--- src/design/rsch_pkg.sv ---
package rsch_pkg;

    // default field format
    localparam int COORD_WIDTH_DEF = 32;
    localparam int FRAC_BITS_DEF   = 16;

    // smallest accepted hit distance after reset, in fraction lsbs
    localparam int T_LOWER_RST = 66;

    // configuration register indexes
    localparam int CFG_INDEX_W = 1;
    localparam logic [CFG_INDEX_W-1:0] CFG_T_LOWER = 1'b0;
    localparam logic [CFG_INDEX_W-1:0] CFG_T_UPPER = 1'b1;

    // handshake between the sequencer and one serial arithmetic unit
    typedef struct packed {
        logic start;
    } rsch_req_t;

    typedef struct packed {
        logic busy;
        logic done;
    } rsch_rsp_t;

endpackage

--- src/design/rsch_sqrt.sv ---
module rsch_sqrt
    import rsch_pkg::*;
#(
    parameter int RW = 82
)
(
    input  logic            clk,
    input  logic            rst_n,
    input  rsch_req_t       req,
    input  logic [2*RW-1:0] rad,
    output rsch_rsp_t       rsp,
    output logic [RW-1:0]   root
);

    localparam int CW = $clog2(RW + 1);

    logic            busy_reg;
    logic            done_reg;
    logic [CW-1:0]   cnt_reg;
    logic [2*RW-1:0] rad_reg;
    logic [RW+1:0]   rem_reg;
    logic [RW-1:0]   root_reg;

    logic [RW+3:0] rem_sh;
    logic [RW+3:0] trial;
    logic [RW+3:0] rem_dif;
    logic          take;

    // one root bit per step from the next two radicand bits
    assign rem_sh  = {rem_reg, rad_reg[2*RW-1 -: 2]};
    assign trial   = {2'b00, root_reg, 2'b01};
    assign rem_dif = rem_sh - trial;
    assign take    = (rem_sh >= trial);

    // control
    always_ff @(posedge clk or negedge rst_n)
    begin
        if (!rst_n)
        begin
            busy_reg <= 1'b0;
            done_reg <= 1'b0;
            cnt_reg  <= '0;
        end
        else
        begin
            done_reg <= 1'b0;
            if (req.start)
            begin
                busy_reg <= 1'b1;
                cnt_reg  <= CW'(RW);
            end
            else if (busy_reg)
            begin
                if (cnt_reg == '0)
                begin
                    busy_reg <= 1'b0;
                    done_reg <= 1'b1;
                end
                else
                begin
                    cnt_reg <= cnt_reg - 1'b1;
                end
            end
        end
    end

    // digit recurrence
    always_ff @(posedge clk)
    begin
        if (req.start)
        begin
            rad_reg  <= rad;
            rem_reg  <= '0;
            root_reg <= '0;
        end
        else if (busy_reg && (cnt_reg != '0))
        begin
            rem_reg  <= take ? rem_dif[RW+1:0] : rem_sh[RW+1:0];
            root_reg <= {root_reg[RW-2:0], take};
            rad_reg  <= rad_reg << 2;
        end
    end

    assign rsp.busy = busy_reg;
    assign rsp.done = done_reg;
    assign root     = root_reg;

endmodule

--- config.mk ---
export PLATFORM = sky130hd
export DESIGN_NAME = rsch_sqrt
export DESIGN_NICKNAME = d
export VERILOG_FILES = /design/src/design/rsch_pkg.sv /design/src/design/rsch_sqrt.sv
export SDC_FILE = /design/constraint.sdc
export NUM_CORES = 1
export LEC_CHECK = 0
export ABC_CLOCK_PERIOD_IN_PS = 10500
export BUFFER_PORTS_ARGS = -buffer_cell sky130_fd_sc_hd__buf_2
export CORE_ASPECT_RATIO = 1.4
export CORE_MARGIN = 4
export CORE_UTILIZATION = 40
export CTS_BUF_LIST = sky130_fd_sc_hd__clkbuf_16
export DETAILED_ROUTE_END_ITERATION = 12
export GPL_ROUTABILITY_DRIVEN = 0
export SYNTH_ARGS = -nofsm -noshare
export SYNTH_HDL_FRONTEND = slang
export SYNTH_SLANG_ARGS = --single-unit
--- constraint.sdc ---
create_clock -name clk -period 10.5 [get_ports clk]
set_input_delay 1.05 -clock clk [delete_from_list [all_inputs] [get_ports clk]]
set_output_delay 1.05 -clock clk [all_outputs]
set_load 0.01 [all_outputs]
==> flow_metrics.py <==
metrics = {
    "cts": {
        "max-clock-path-buffers": 3,
        "cts_root_buf": "clkbuf_16",
        "cts.repair.resized": 0,
        "cts_buffers": 37,
        "ctsHoldBuffers": 0,
        "cts_tree": "done",
        "cts_max_level": 2,
        "clock_latency_ns": 0.56,
        "clock-sinks": 339,
        "clk_pin_slew_ns": 0.07,
        "postCtsSetupBuffers": 0,
    },
    "logic_synthesis": {
        "synth.avg_cell_area_um2": 10.1,
        "synth_nets": 2131,
        "ys_seq_elements": 339,
        "syn_inst": 1878,
        "synth_ff_type": "dfxtp_1",
        "async_flop_share_pct": 2.65,
        "ys_warn_count": 0,
        "synth-edff-count": 164,
        "ys_types": 74,
        "yosysSeqAreaShare_pct": 44.5,
        "syn-cell-area_um2": 19000,
    },
    "final_layout": {
        "largest_reg_flops": 164,
        "multi_input_area_um2": 9630,
        "fillers": 4596,
        "layout_commonest_cell": "buf_2",
        "fin_util_pct": 46.2,
        "drive_gt1_share_pct": 27.0,
        "mostFrequentLayoutCells": "249 x buf_2, 166 x dfxtp_1, 164 x edfxtp_1, 162 x mux2_2, 139 x nor2_1",
        "regArea_um2": 8470,
        "area_delta_synth_final_pct": 14.1,
        "final_nets": 2317,
    },
    "timing": {
        "fin_crit_sh_pct": 40.6,
        "finalCriticalPeriod_ns": 4.27,
        "relSlewSlack_pct": 22.0,
        "fin_setup_tns_ns": 0,
        "worstMarginPinSlew_ns": 1.17,
        "hold_viol": 0,
        "skew_ns": 0.0151,
        "rsz0062_at_grt": "false",
        "fmax_mhz": 234,
        "setup_viol": 0,
        "drv_slew": 0,
    },
    "setup_path": {
        "endpoint": "rem_reg[55]",
        "arrival_ns": 4.69,
        "startpoint": "root[29]",
        "worstRegToRegCells": 14,
        "crit_path_start_kind": "flip-flop",
        "r2r_setup_slack_ns": 6.23,
        "r2r_end": "rem_reg[55]",
        "cp-end-kind": "flip-flop",
        "cp_max_fo": 49,
        "critPathKind": "reg2reg",
        "required_ns": 10.92,
        "worstReg2RegStart": "root[29]",
    },
    "grt": {
        "grt_pass1_wl_um": 79100,
        "grt_pass1_vias": 15100,
        "overflow": 0,
        "grt_max_degree": 171,
        "antenna_found_initial": 7,
        "grtUsageTotal_pct": 18.9,
    },
    "pwr": {
        "leakage_nw": 8.87,
        "p_per_area_nw_per_um2": 298,
        "peakVddDrop_mv": 0.142,
    },
    "floorplan": {
        "io_pins": 251,
        "die-area_um2": 51200,
        "rows": 94,
        "die_w_um": 192,
        "start_util_pct": 40.5,
        "dieHeight_um": 266,
        "core_um2": 47000,
    },
    "routing": {
        "dr.first_iter.drc_count": 847,
        "ant_nets": 0,
        "totalWireLength_um": 50200,
        "post_drt_wl_per_cell_um": 18.4,
        "dr_total_vias": 14900,
        "drc_errors": 0,
        "viasPerCell": 5.46,
        "drtPass1Iterations": 7,
    },
    "min_path": {
        "worstHoldPathType": "in2async",
    },
    "placement": {
        "dp_hpwl_um": 36000,
        "io_buffers": 250,
    },
    "run_status": {
        "status": "finished, final reports clean",
    },
    "job": {
        "drv_cap": 0,
    },
}
[per-layer routing]
metal / vias to the layer above / GRT usage [%] / part of all wire [%]
met1: 7048 / 21.6 / 39
met2: 420 / 32.9 / 50
met3: 120 / 5.73 / 7.3
li1: 7269 / - / -
met4: 4 / 7.62 / 3.8
met5: - / 0 / 0.068
[cell families (layout without fill, tap and decap cells)]
logic type	Yosys count	count (layout)	share of synthesized area (%)
AOI/OAI and AO/OA	521	521	17.9
buffers and inverters	219	433	5.10
other	0	5	0
muxes	177	177	10.4
DFF	339	339	44.5
xor gates and xnor gates	84	84	3.90
adders and majority gates	86	86	5.65
and+or+nand+nor	452	452	12.5
[critical path, cell delays in order, from the launching register on]
cell and delay (ns):
dfxtp_1 0.33, inv_1 0.07, ha_1 0.39, a21oi_1 0.26, o21ai_0 0.11, a21oi_1 0.24, o21ai_0 0.15, a221oi_1 0.34
nand2_2 0.17, o21ai_2 0.22, o311a_4 0.59, buf_4 0.79, nor2_1 0.13, a211oi_2 0.24, nor3_2 0.05
[cell type report]
cell class / instances / share of cell area [%]
sequential: 339 / 39.0
tap: 624 / 3.59
multi-input combinational: 1320 / 44.3
clock inverter: 30 / 0.795
clock buffer: 37 / 4.26
inverter: 107 / 1.88
timing repair buffer: 259 / 6.11
antenna: 5 / 0.0576
[cells in the mapped netlist (10+ instances only)]
library cell	n	area share, %
nor3_1	32	0.84
nand4_1	36	1.2
nand2b_1	11	0.36
o21ai_0	75	2.0
xnor2_1	39	1.8
dfxtp_1	166	17
nand3_1	10	0.26
mux2i_1	15	0.79
o211ai_1	12	0.47
nor2b_1	13	0.43
clkbuf_1	76	1.5
ha_1	86	5.6
inv_1	106	2.1
nand2_1	117	2.3
nor2_1	141	2.8
a211oi_2	24	1.6
nor2_4	22	1.3
o22ai_1	85	2.8
xor2_1	44	2.0
o21ai_1	20	0.53
buf_2	18	0.47
o21a_1	16	0.63
a21o_1	40	1.6
nor3_2	24	1.3
buf_6	10	0.59
mux2_2	162	9.6
a211oi_1	33	1.3
o21bai_1	22	0.87
edfxtp_1	164	26
a21oi_1	129	3.4
[worst min-delay path by stage]
stage / start / endpoint / slack (ns) / depth (start not counted)
floorplan: rem_reg[30] / rem_reg[30] / 0.44 / 2
global placement: rem_reg[24] / rem_reg[24] / 0.46 / 2
detailed placement: rem_reg[24] / rem_reg[24] / 0.46 / 2
CTS: rst_n / cnt_reg[3] / 0.30 / 1
global route: rst_n / cnt_reg[3] / 0.31 / 1
finish: rst_n / cnt_reg[3] / 0.33 / 1
[power breakdown]
group          internal [mW]  total [mW]  switching (mW)
logic                   1.46        3.55            2.09
clock network          0.649        1.21           0.565
registers               1.60        1.72           0.122
[per-stage QoR]
| stage | hold WS [ns] | setup slack, ns | total power [mW] | instance area [µm²] | instances |
|---|---|---|---|---|---|
| global placement | 0.459 | 6.33 | 5.21 | 20600 | 2649 |
| floorplan | 0.444 | 3.64 | 4.60 | 19000 | 1878 |
| detailed placement | 0.462 | 6.26 | 5.25 | 20600 | 2649 |
| CTS | 0.305 | 6.24 | 6.50 | 21700 | 2716 |
| global route | 0.314 | 5.79 | 6.94 | 21700 | 2719 |
| finish | 0.332 | 6.23 | 6.48 | 21700 | 2721 |
Power figures use the tool's default switching activity.
