`src/design/rsch_pkg.sv`:
```
package rsch_pkg;

    // default field format
    localparam int COORD_WIDTH_DEF = 32;
    localparam int FRAC_BITS_DEF   = 16;

    // smallest accepted hit distance after reset, in fraction lsbs
    localparam int T_LOWER_RST = 66;

    // configuration register indexes
    localparam int CFG_INDEX_W = 1;
    localparam logic [CFG_INDEX_W-1:0] CFG_T_LOWER = 1'b0;
    localparam logic [CFG_INDEX_W-1:0] CFG_T_UPPER = 1'b1;

    // handshake between the sequencer and one serial arithmetic unit
    typedef struct packed {
        logic start;
    } rsch_req_t;

    typedef struct packed {
        logic busy;
        logic done;
    } rsch_rsp_t;

endpackage

```
`src/design/rsch_div.sv`:
```
module rsch_div
    import rsch_pkg::*;
#(
    parameter int NW    = 84,
    parameter int DEN_W = 65
)
(
    input  logic                    clk,
    input  logic                    rst_n,
    input  rsch_req_t               req,
    input  logic signed [NW-1:0]    num,
    input  logic signed [DEN_W-1:0] den,
    output rsch_rsp_t               rsp,
    output logic signed [NW-1:0]    quot
);

    localparam int CW = $clog2(NW + 1);

    logic             busy_reg;
    logic             done_reg;
    logic [CW-1:0]    cnt_reg;
    logic [NW-1:0]    un_reg;
    logic [DEN_W-1:0] ud_reg;
    logic [DEN_W-1:0] rem_reg;
    logic             neg_reg;
    logic signed [NW-1:0] quot_reg;

    logic [NW-1:0]    n_mag;
    logic [DEN_W-1:0] d_mag;
    logic [DEN_W:0]   rem_sh;
    logic [DEN_W:0]   rem_dif;
    logic             take;

    assign n_mag = num[NW-1] ? (~num + 1'b1) : num;
    assign d_mag = den[DEN_W-1] ? (~den + 1'b1) : den;

    // one restoring step: bring down the next dividend bit
    assign rem_sh  = {rem_reg, un_reg[NW-1]};
    assign rem_dif = rem_sh - {1'b0, ud_reg};
    assign take    = (rem_sh >= {1'b0, ud_reg});

    // control: fixed count of quotient bits
    always_ff @(posedge clk or negedge rst_n)
    begin
        if (!rst_n)
        begin
            busy_reg <= 1'b0;
            done_reg <= 1'b0;
            cnt_reg  <= '0;
        end
        else
        begin
            done_reg <= 1'b0;
            if (req.start)
            begin
                busy_reg <= 1'b1;
                cnt_reg  <= CW'(NW);
            end
            else if (busy_reg)
            begin
                if (cnt_reg == '0)
                begin
                    busy_reg <= 1'b0;
                    done_reg <= 1'b1;
                end
                else
                begin
                    cnt_reg <= cnt_reg - 1'b1;
                end
            end
        end
    end

    // quotient bits shift in behind the dividend bits
    always_ff @(posedge clk)
    begin
        if (req.start)
        begin
            un_reg  <= n_mag;
            ud_reg  <= d_mag;
            rem_reg <= '0;
            neg_reg <= num[NW-1] ^ den[DEN_W-1];
        end
        else if (busy_reg)
        begin
            if (cnt_reg == '0)
            begin
                // floor rounding for quotients of opposite sign
                if (!neg_reg)
                begin
                    quot_reg <= $signed(un_reg);
                end
                else if (rem_reg != '0)
                begin
                    quot_reg <= $signed(~un_reg);
                end
                else
                begin
                    quot_reg <= $signed(~un_reg + 1'b1);
                end
            end
            else
            begin
                rem_reg <= take ? rem_dif[DEN_W-1:0] : rem_sh[DEN_W-1:0];
                un_reg  <= {un_reg[NW-2:0], take};
            end
        end
    end

    assign rsp.busy = busy_reg;
    assign rsp.done = done_reg;
    assign quot     = quot_reg;

endmodule

```
`config.mk`:
```
export PLATFORM = sky130hd
export DESIGN_NAME = rsch_div
export DESIGN_NICKNAME = d
export VERILOG_FILES = /design/src/design/rsch_pkg.sv /design/src/design/rsch_div.sv
export SDC_FILE = /design/constraint.sdc
export NUM_CORES = 1
export LEC_CHECK = 0
export ABC_CLOCK_PERIOD_IN_PS = 9630
export BUFFER_PORTS_ARGS = -buffer_cell sky130_fd_sc_hd__buf_4
export CORE_MARGIN = 4
export CORE_UTILIZATION = 50
export CTS_CLUSTER_SIZE = 16
export DETAILED_ROUTE_END_ITERATION = 10
export PLACE_DENSITY = 0.7
export SLEW_MARGIN = 15
export SYNTH_ARGS = -nofsm -noshare
export SYNTH_HDL_FRONTEND = slang
export SYNTH_SLANG_ARGS = --single-unit
```
`constraint.sdc`:
```
create_clock -name clk -period 9.63 [get_ports clk]
set_input_delay 0.963 -clock clk [delete_from_list [all_inputs] [get_ports clk]]
set_output_delay 0.963 -clock clk [all_outputs]
set_load 0.1 [all_outputs]
```
==> results_dict.tcl <==
set metrics [dict create \
    slowest_delay_ns 0.75 \
    grt_use_total_pct 24.5 \
    die_w_um 208 \
    crit_family "compound AO/OA/AOI/OAI gates" \
    die_area_um2 43300 \
    rsz0062_at_grt "no" \
    setup_tns_ns 0 \
    first_iter_violations 1421 \
    synthMuxAreaShare_pct 1.08 \
    wl_per_cell_um 18.8 \
    seqPwrFrac_pct 46.8 \
    drtPass1Iterations 5 \
    synth_edf_count 234 \
    power.switching_w 0.000933 \
    p_int_w 0.00255 \
    num_vias 17141 \
    area_growth_syn_to_layout_pct 16.2 \
    place_inst 2844 \
    drc 0 \
    cp_common_cell "o21ai_0" \
    core_area_um2 39600 \
    crit_buf_inv 3 \
    max_cap_violations 0 \
    cts_resized 0 \
    hpwl_mm 40.8 \
    setup_viol 0 \
    synth_top_area_share_pct 35.1 \
    worst-r2r-cell-count 15 \
    nets 2579 \
    combPwrFrac_pct 15.4 \
    synth_xor_area_share_pct 12.8 \
    relSlewSlack_pct 23.8 \
    outcome "finished clean" \
    cp.required_ns 10.06 \
    synth_seq_cells 308 \
    timing.final.crit_period_ns 4.66 \
    cts_setup_buffers 0 \
    clock.fmax_mhz 215 \
    cp-end-kind "flop" \
    hold_violations 0 \
    antenna_found_initial 0 \
    grt_max_degree 99 \
    r2r_end "rem_reg[0]$_SDFFE_PP0P_" \
    grt_pass1_wl_mm 87.6 \
    crit_path_top_delay_cell "buf_4" \
    cts_tree "yes" \
    grt_pass1_vias 16272 \
    synthAdderAreaFrac_pct 4.48 \
    avgSynthCellArea_um2 9.19 \
    synth_top_flop_cell "edfxtp_1" \
    cts_sinks 308 \
    layout_setup_ws_ns 4.97 \
    netlist_area_um2 20000 \
    synth_area_leaders "edfxtp_1, xnor2_1, dfxtp_1, xor2_1, a21oi_1" \
    num-fill-cells 3464 \
    seq_area_um2 8550 \
    viasPerCell 5.90 \
    cp-startpoint "un_reg[83]$_DFFE_PP_" \
    hp-class "input port to async pin" \
    globalplace.congestion 0.939 \
    io_pins 238 \
    clk_pin_slew_worst_paths_ns 0.07 \
    crit_type "flop to flop" \
    whs_ns 0.232 \
    p_sw_share_pct 26.8 \
    synth_compound_area_share_pct 18.9 \
    routed_wl_mm 54.7 \
    fp.dieH_um 208 \
    yosysSeqAreaShare_pct 42.7 \
    ys_types 68 \
    clockBufferDepth 3 \
    worstMarginPinSlew_ns 1.14 \
    io_buffers 237 \
    clock_skew_ns 0.0245 \
    cp_max_fo 97 \
    antenna_cells 0 \
    layout_commonest_cell "buf_4" \
    cts-buffers-inserted 35 \
    clockRootBuffer "clkbuf_16" \
    final_cell_count_no_fill 2905 \
    post-place-ws_ns 4.60 \
    grt_overflow 0 \
    cts_hold_buf 0 \
    synthesis.nets 2400 \
    ir_drop_v 0.0000988 \
    p_leak_nw 8.74 \
    fin_crit_sh_pct 48.4 \
    r2r_start "un_reg[83]$_DFFE_PP_" \
    multi_input_area_um2 10700 \
    clock_latency_ns 0.55 \
    num_rows 73 \
    synth-simple-area-share_pct 16.0 \
    arrival_ns 5.10 \
    synthArstFlopShare_pct 2.92 \
    syn_inst 2177 \
    drv_slew 0 \
    rrSetupSlack_ns 4.97 \
    yosys_warnings 0 \
    yosys.area.top_type "edfxtp_1" \
    start_util_pct 50.5 \
    worst_setup_path_start_kind "flop" \
    ant_nets 0 \
    drive_above_1_share_pct 14.3 \
    pwr-share-clk_pct 37.8 \
    powerDensity_nw_per_um2 150 \
    crit_chain "inv_1 > ha_1 > inv_1 > fa_1 > a211oi_1 > o21ai_0 > o21ai_0 > a2111oi_0 > nor3_1 > o21ai_0 > nand4_1 > and2_2 > buf_4 > o21ai_0 > a22o_1" \
    final_cell_mix "buf_4, edfxtp_1, a21oi_1, o21ai_0, nand2_1" \
    synth_top_family_by_area "compound AO/OA/AOI/OAI gates" \
    cts.htree.levels 2 \
]
==> stage by stage <==
step / util (%) / total power (W) / area (um2)
3_3_place_gp: 55.9 / 0.00217 / 22100
3_5_place_dp: 55.9 / 0.00218 / 22100
6_report: 58.7 / 0.00348 / 23300
5_1_grt: 58.7 / 0.00364 / 23300
4_1_cts: 58.7 / 0.00351 / 23300
2_1_floorplan: - / 0.00199 / 20000
==> kinds of logic after synthesis <==
group,count (synthesis)
AOI/OAI and AO/OA,617
xor gates and xnor gates,292
adders and majority gates,71
buffers and inverters,212
DFF,308
muxes,20
and+or+nand+nor,657
==> synth_stat cells (10+ instances only) <==
library cell,n
nand3_1,33
nor4_1,35
a32oi_1,16
a21oi_1,198
dfxtp_1,65
or4_1,32
edfxtp_1,234
xnor2_1,175
nor2_1,177
o21bai_1,10
o21ai_0,193
or3_1,45
xor2_1,117
clkbuf_1,94
a21o_1,29
o41ai_1,41
or2_2,17
nand4_1,36
mux2_2,13
nand2b_1,27
nand2_1,188
inv_1,107
ha_1,70
o31ai_1,58
nor3_1,32
==> routing by layer <==
layer | up-vias | routed length, um | track usage (%)
li1 | 8362 | - | -
met1 | 8034 | 24000 | 34.3
met2 | 641 | 25100 | 39.1
met3 | 104 | 3930 | 4.22
met4 | 0 | 1660 | 7.57
met5 | - | 0 | 0
==> layout make-up <==
cell class	count	share of cell area [%]
Multi-Input combinational cell	1657	45.9
Sequential cell	308	36.8
Clock buffer	41	3.95
Tap cell	525	2.82
Timing Repair Buffer	247	7.99
Inverter	107	1.73
Clock inverter	20	0.861
==> power by group through the flow <==
stage	registers [W]	logic, W	clock network [W]
CTS	0.00163	0.000532	0.00135
global route	0.00164	0.000595	0.00140
finish	0.00163	0.000536	0.00131
floorplan	0.00163	0.000361	0
global placement	0.00165	0.000521	0
detailed placement	0.00165	0.000528	0
==> worst max path at each step <==
stage	to	slack (ns)	cells past startpoint
after global routing	rem_reg[0]$_SDFFE_PP0P_	4.56	15
after detailed placement	un_reg[71]$_DFFE_PP_	4.60	11
after CTS	rem_reg[0]$_SDFFE_PP0P_	4.99	15
after floorplan	quot[0]$_DFFE_PP_	1.24	4
after global placement	un_reg[71]$_DFFE_PP_	4.65	11
final	rem_reg[0]$_SDFFE_PP0P_	4.97	15
No activity file was read; power rests on OpenSTA's default activity.
