==> config.mk <==
export PLATFORM = sky130hd
export DESIGN_NAME = rsch_mul
export DESIGN_NICKNAME = d
export VERILOG_FILES = /design/src/design/rsch_pkg.sv /design/src/design/rsch_mul.sv
export SDC_FILE = /design/constraint.sdc
export NUM_CORES = 1
export LEC_CHECK = 0
export ABC_AREA = 1
export ABC_CLOCK_PERIOD_IN_PS = 17470
export BUFFER_PORTS_ARGS = -buffer_cell sky130_fd_sc_hd__buf_2
export CORE_ASPECT_RATIO = 1.2
export CORE_MARGIN = 2
export CORE_UTILIZATION = 67
export DETAILED_ROUTE_END_ITERATION = 7
export GPL_TIMING_DRIVEN = 0
export PLACE_DENSITY_LB_ADDON = 0.12
export SLEW_MARGIN = 30
export SYNTH_ARGS = -nofsm -noshare
export SYNTH_HDL_FRONTEND = slang
export SYNTH_SLANG_ARGS = --single-unit
export TNS_END_PERCENT = 5
==> constraint.sdc <==
create_clock -name clk -period 17.47 [get_ports clk]
set_input_delay 1.747 -clock clk [delete_from_list [all_inputs] [get_ports clk]]
set_output_delay 1.747 -clock clk [all_outputs]
set_load 0.05 [all_outputs]
==> src/design/rsch_pkg.sv <==
package rsch_pkg;

    // default field format
    localparam int COORD_WIDTH_DEF = 32;
    localparam int FRAC_BITS_DEF   = 16;

    // smallest accepted hit distance after reset, in fraction lsbs
    localparam int T_LOWER_RST = 66;

    // configuration register indexes
    localparam int CFG_INDEX_W = 1;
    localparam logic [CFG_INDEX_W-1:0] CFG_T_LOWER = 1'b0;
    localparam logic [CFG_INDEX_W-1:0] CFG_T_UPPER = 1'b1;

    // handshake between the sequencer and one serial arithmetic unit
    typedef struct packed {
        logic start;
    } rsch_req_t;

    typedef struct packed {
        logic busy;
        logic done;
    } rsch_rsp_t;

endpackage

==> src/design/rsch_mul.sv <==
module rsch_mul
    import rsch_pkg::*;
#(
    parameter int XW = 68
)
(
    input  logic                   clk,
    input  logic                   rst_n,
    input  rsch_req_t              req,
    input  logic signed [XW-1:0]   op_a,
    input  logic signed [XW-1:0]   op_b,
    output rsch_rsp_t              rsp,
    output logic signed [2*XW-1:0] prod
);

    localparam int PW = 2 * XW;

    logic          busy_reg;
    logic          done_reg;
    logic [PW-1:0] ma_reg;
    logic [XW-1:0] mb_reg;
    logic [PW-1:0] acc_reg;
    logic          neg_reg;
    logic signed [PW-1:0] prod_reg;

    logic [XW-1:0] a_mag;
    logic [XW-1:0] b_mag;

    // operand magnitudes, sign handled at the end
    assign a_mag = op_a[XW-1] ? (~op_a + 1'b1) : op_a;
    assign b_mag = op_b[XW-1] ? (~op_b + 1'b1) : op_b;

    // control: runs while multiplier bits remain
    always_ff @(posedge clk or negedge rst_n)
    begin
        if (!rst_n)
        begin
            busy_reg <= 1'b0;
            done_reg <= 1'b0;
        end
        else
        begin
            done_reg <= 1'b0;
            if (req.start)
            begin
                busy_reg <= 1'b1;
            end
            else if (busy_reg && (mb_reg == '0))
            begin
                busy_reg <= 1'b0;
                done_reg <= 1'b1;
            end
        end
    end

    // shift-add datapath, one multiplier bit per cycle
    always_ff @(posedge clk)
    begin
        if (req.start)
        begin
            ma_reg  <= PW'(a_mag);
            mb_reg  <= b_mag;
            acc_reg <= '0;
            neg_reg <= op_a[XW-1] ^ op_b[XW-1];
        end
        else if (busy_reg)
        begin
            if (mb_reg == '0)
            begin
                prod_reg <= neg_reg ? $signed(~acc_reg + 1'b1) : $signed(acc_reg);
            end
            else
            begin
                if (mb_reg[0])
                begin
                    acc_reg <= acc_reg + ma_reg;
                end
                ma_reg <= ma_reg << 1;
                mb_reg <= mb_reg >> 1;
            end
        end
    end

    assign rsp.busy = busy_reg;
    assign rsp.done = done_reg;
    assign prod     = prod_reg;

endmodule

==> results.sh, run 1 <==
export IMPL_die_w_um=225
export IMPL_start_util=0.676
export IMPL_cts_hold_buf=0
export IMPL_syn_avg_cell_area_um2=6.27
export IMPL_ios=277
export IMPL_grt_usage=0.594
export IMPL_die_h_um=270
export IMPL_clock_sinks=479
export IMPL_syn_inst=6276
export IMPL_numCtsBuffers=51
export IMPL_synth_edff_count=273
export IMPL_grt_pass1_wl_um=269000
export IMPL_overflow=6
export IMPL_post_cts_setup_buffer_count=0
export IMPL_fp_row_count=97
export IMPL_htree_levels=2
export IMPL_yosys_most_used_dff="edfxtp_1"
export IMPL_port_buffers=275
export IMPL_cts_path_max_buffers=3
export IMPL_haltStage="5_1_grt"
export IMPL_cts_root_buf="clkbuf_16"
export IMPL_status="aborted with a tool error"
export IMPL_syn_nets=6554
export IMPL_synth_seq_cells=479
export IMPL_grt_pass1_vias=44400
export IMPL_dp_hpwl_um=136000
export IMPL_ys_async_sr_fraction=0.00418
export IMPL_gp_congestion=1.31
export IMPL_yosysWarnings=0
export IMPL_ys_seq_area_frac=0.313
export IMPL_toolErrorMsg="[ERROR GRT-0116] Global routing finished with congestion. Check the congestion regions in the DRC Viewer."
export IMPL_synth_area_mm2=0.0394
export IMPL_synth_cell_types=54
export IMPL_grt_max_degree=54
export IMPL_ctsResizeCount=0
==> kinds of logic after synthesis <==
| logic type | share of synthesized area |
|---|---|
| adder cells (fa/ha/maj) | 0.0444 |
| XOR/XNOR | 0.0603 |
| AND/OR/NAND/NOR | 0.348 |
| AO/OA/AOI/OAI | 0.115 |
| flip-flops | 0.313 |
| buffers and inverters | 0.119 |
==> layer usage <==
metal	GRT usage	overflow
met1	0.635	0
met2	0.836	4
met3	0.306	0
met4	0.558	2
met5	0.00403	0
==> stage by stage <==
step,area [µm²],cells,hold WS (ps),util,setup slack (ps)
2_1_floorplan,39400,6276,475,-,8320
3_3_place_gp,41700,7293,495,0.715,4910
3_5_place_dp,41900,7301,498,0.719,11830
4_1_cts,43600,7396,508,0.748,12470
==> cells in the mapped netlist (all sizes together) (2+ instances only) <==
library cell  number  area [µm²]
nand2           1749        6630
inv             1109        4160
nor2             933        3600
o21ai            401        2050
a21oi            350        1760
nand3            331        1690
edfxtp           273        8200
xor2             218        1910
dfxtp            204        4080
ha               138        1730
nand4            125         797
clkbuf            96         360
nor3              79         439
xnor2             53         464
nor4              48         319
a31oi             38         238
buf               36         176
o211ai            25         201
or2               19         119
o21bai            11        82.6
o31ai              9        72.6
a21o               5        37.5
nand3b             5        37.5
a41oi              3        26.3
and2               3        18.8
o21a               3        22.5
and3               2        12.5
dfrtp              2        50.1
nor3b              2        15.0
o41ai              2        17.5
==> run 2, diff against run 1 <==
--- a/config.mk
+++ b/config.mk
@@ -8,12 +8,11 @@
 export ABC_AREA = 1
 export ABC_CLOCK_PERIOD_IN_PS = 17470
 export BUFFER_PORTS_ARGS = -buffer_cell sky130_fd_sc_hd__buf_2
-export CORE_ASPECT_RATIO = 1.2
 export CORE_MARGIN = 2
-export CORE_UTILIZATION = 67
+export CORE_UTILIZATION = 40
 export DETAILED_ROUTE_END_ITERATION = 7
 export GPL_TIMING_DRIVEN = 0
-export PLACE_DENSITY_LB_ADDON = 0.12
+export PLACE_DENSITY_LB_ADDON = 0.15
 export SLEW_MARGIN = 30
 export SYNTH_ARGS = -nofsm -noshare
 export SYNTH_HDL_FRONTEND = slang
==> results.sh, run 2 <==
export IMPL_dieArea_mm2=0.101
export IMPL_grt_pass1_vias=39900
export IMPL_worst_slew_pin_slew_ps=1090
export IMPL_cts_root_buf="clkbuf_16"
export IMPL_setup_slack_ps=11840
export IMPL_fp_row_count=115
export IMPL_cts_hold_buf=0
export IMPL_worstPathArrival_ps=6020
export IMPL_path_buf_inv=12
export IMPL_period_share=0.323
export IMPL_synth_edff_count=273
export IMPL_port_buffers=275
export IMPL_cp_slowest_cell="clkbuf_1"
export IMPL_drc=0
export IMPL_yosys_most_used_dff="edfxtp_1"
export IMPL_setup_viol=0
export IMPL_ys_seq_area_frac=0.313
export IMPL_gp_congestion=1.06
export IMPL_worst_r2r_path_depth=18
export IMPL_grt_pass1_wl_um=263000
export IMPL_p_leak_nw=21.2
export IMPL_synth_xor_area_frac=0.0603
export IMPL_worstHoldPathCells=2
export IMPL_finalHoldViolations=0
export IMPL_p_int_mw=2.35
export IMPL_ios=277
export IMPL_syn_avg_cell_area_um2=6.27
export IMPL_cp_slowest_stage_delay_ps=640
export IMPL_p_clk_frac=0.320
export IMPL_fin_crit_ps=5630
export IMPL_swShare=0.401
export IMPL_post_place_ws_ps=11080
export IMPL_power_frac_comb=0.310
export IMPL_seqCellArea_mm2=0.0123
export IMPL_insertion_delay_ps=690
export IMPL_cts_tree="yes"
export IMPL_fin_skew_ps=27.9
export IMPL_finalNetCount=6898
export IMPL_pwr_share_seq=0.370
export IMPL_regToRegSetupSlack_ps=13420
export IMPL_synth_compound_area_frac=0.115
export IMPL_ant_nets=0
export IMPL_synth_seq_cells=479
export IMPL_placed_cell_area_mm2=0.0427
export IMPL_numCtsBuffers=57
export IMPL_ctsResizeCount=0
export IMPL_post_cts_setup_buffer_count=0
export IMPL_antenna_found_initial=6
export IMPL_vias_per_cell=5.35
export IMPL_synthMuxAreaShare=0
export IMPL_ys_async_sr_fraction=0.00418
export IMPL_multi_input_area_mm2=0.0224
export IMPL_drv_cap=0
export IMPL_die_w_um=318
export IMPL_yosysTopAreaCellShare=0.208
export IMPL_critPathCaptureType="flip-flop"
export IMPL_holdPathEnd="ma_reg[78]"
export IMPL_vias=42600
export IMPL_place_inst=7848
export IMPL_ir_worst_vdd_mv=0.0664
export IMPL_synth_cell_types=54
export IMPL_powerDensity_mw_per_mm2=87.8
export IMPL_max_freq_ghz=0.177
export IMPL_layout_common_cells="1,736 x nand2_1, 1,107 x inv_1, 912 x nor2_1"
export IMPL_rsz0062_at_grt="false"
export IMPL_dp_hpwl_um=159000
export IMPL_cp_start_kind="input pin"
export IMPL_crit_required_ps=17860
export IMPL_path_common_cell="buf_16"
export IMPL_slew_headroom=0.266
export IMPL_wl_met1_um=83700
export IMPL_synth_top_family_by_area="simple AND/OR/NAND/NOR gates"
export IMPL_synthSimpleGateAreaFrac=0.348
export IMPL_synth_adder_area_share=0.0444
export IMPL_synth_area_mm2=0.0394
export IMPL_cp_max_fo=24
export IMPL_highest_layer="met5"
export IMPL_worstSetupPathType="in2reg"
export IMPL_core_area_mm2=0.0980
export IMPL_overflow=0
export IMPL_worstReg2RegEnd="acc_reg[124]"
export IMPL_start_util=0.402
export IMPL_drt_iter0_markers=4470
export IMPL_clk_pin_slew_ps=60
export IMPL_syn_nets=6554
export IMPL_fin_area_mm2=0.0446
export IMPL_fill_cells=10900
export IMPL_status="finished clean"
export IMPL_htree_levels=2
export IMPL_stdcell_count=7957
export IMPL_p_sw_mw=1.57
export IMPL_dr_pass1_iters=8
export IMPL_wl_per_cell_um=23.3
export IMPL_syn_inst=6276
export IMPL_routed_wl_met2_um=77500
export IMPL_grt_max_degree=47
export IMPL_r2r_start="ma_reg[0]"
export IMPL_crit_family="buffers and inverters"
export IMPL_synth_top_cells_by_count="1,737 x nand2_1, 1,107 x inv_1, 913 x nor2_1"
export IMPL_fin_tns_setup_ps=0
export IMPL_wl_met3_um=16400
export IMPL_routed_wirelength_um=186000
export IMPL_maxSlewViolCount=0
export IMPL_die_h_um=318
export IMPL_yosysWarnings=0
export IMPL_power_mw=3.92
export IMPL_syn2layout_area_growth_pct=13.3
export IMPL_drive_above_1_share=0.0735
export IMPL_min_path_type="reg2reg"
export IMPL_hp_start="ma_reg[78]"
export IMPL_yosysTopAreaCell="edfxtp_1"
export IMPL_synth_area_leaders="edfxtp_1 21%, nand2_1 17%, inv_1 11%, dfxtp_1 10%, nor2_1 8.7%"
export IMPL_crit_chain="buf_2 -> clkbuf_1 -> inv_1 -> clkbuf_1 -> clkbuf_1 -> clkbuf_1 -> nand2_1 -> nor2_4 -> buf_16 -> buf_16 -> buf_16 -> buf_16 -> buf_16 -> buf_16"
export IMPL_synth_most_common_cell="nand2_1"
export IMPL_cts_path_max_buffers=3
export IMPL_layout_commonest_cell="nand2_1"
export IMPL_grt_usage=0.356
export IMPL_clock_sinks=479
-- run 2: cell counts after synthesis --
No cell type changed its count.
-- run 2: worst min-delay path: stages, from the launching register on --
cell     delay, ps
dfxtp_1        320
nor2_1         100
nor2_1          50
-- run 2: cell families (layout without fill, tap and decap cells) --
family | after synthesis | after routing
AND/OR/NAND/NOR | 3297 | 3297
buffers and inverters | 1241 | 1634
AO/OA/AOI/OAI | 849 | 849
flip-flops | 479 | 479
XOR/XNOR | 271 | 271
adder cells (fa/ha/maj) | 139 | 139
other | 0 | 1
-- run 2: metal layers --
metal  track usage  up-vias
met5             0        -
met2         0.540     1820
met4         0.137        4
met3        0.0624      277
met1         0.503    19900
li1              -    20600
-- run 2: stage by stage --
stage	hold WS, ps	utilization
2_1_floorplan	475	-
3_3_place_gp	494	0.432
3_5_place_dp	499	0.435
4_1_cts	507	0.455
5_1_grt	534	0.455
6_report	511	0.455
-- run 2: cell type report --
cell class | count | area share
flip-flops and latches | 479 | 0.277
inverters | 1109 | 0.0934
clock inverters | 42 | 0.00954
repair buffers | 285 | 0.0369
diodes | 1 | 0.0000561
plain buffers | 132 | 0.0123
clock buffers | 66 | 0.0337
multi-input cells | 4556 | 0.502
well taps | 1287 | 0.0361
-- run 2: worst max path at each step --
stage	start	to	slack, ps	depth (start not counted)
CTS	req	prod[43]	11800	14
floorplan	req	prod[0]	8320	7
finish	req	prod[43]	11840	14
detailed placement	req	prod[29]	11080	14
global route	req	prod[13]	11670	14
global placement	req	prod[0]	4240	8
-- run 2: power by group through the flow --
stage	clock network [mW]	logic [mW]	registers, mW
2_1_floorplan	0	0.756	1.37
3_3_place_gp	0	1.17	1.46
3_5_place_dp	0	1.18	1.46
4_1_cts	1.26	1.18	1.43
5_1_grt	1.31	1.32	1.45
6_report	1.25	1.21	1.45
Note: power is estimated with default switching activity, not from simulation.
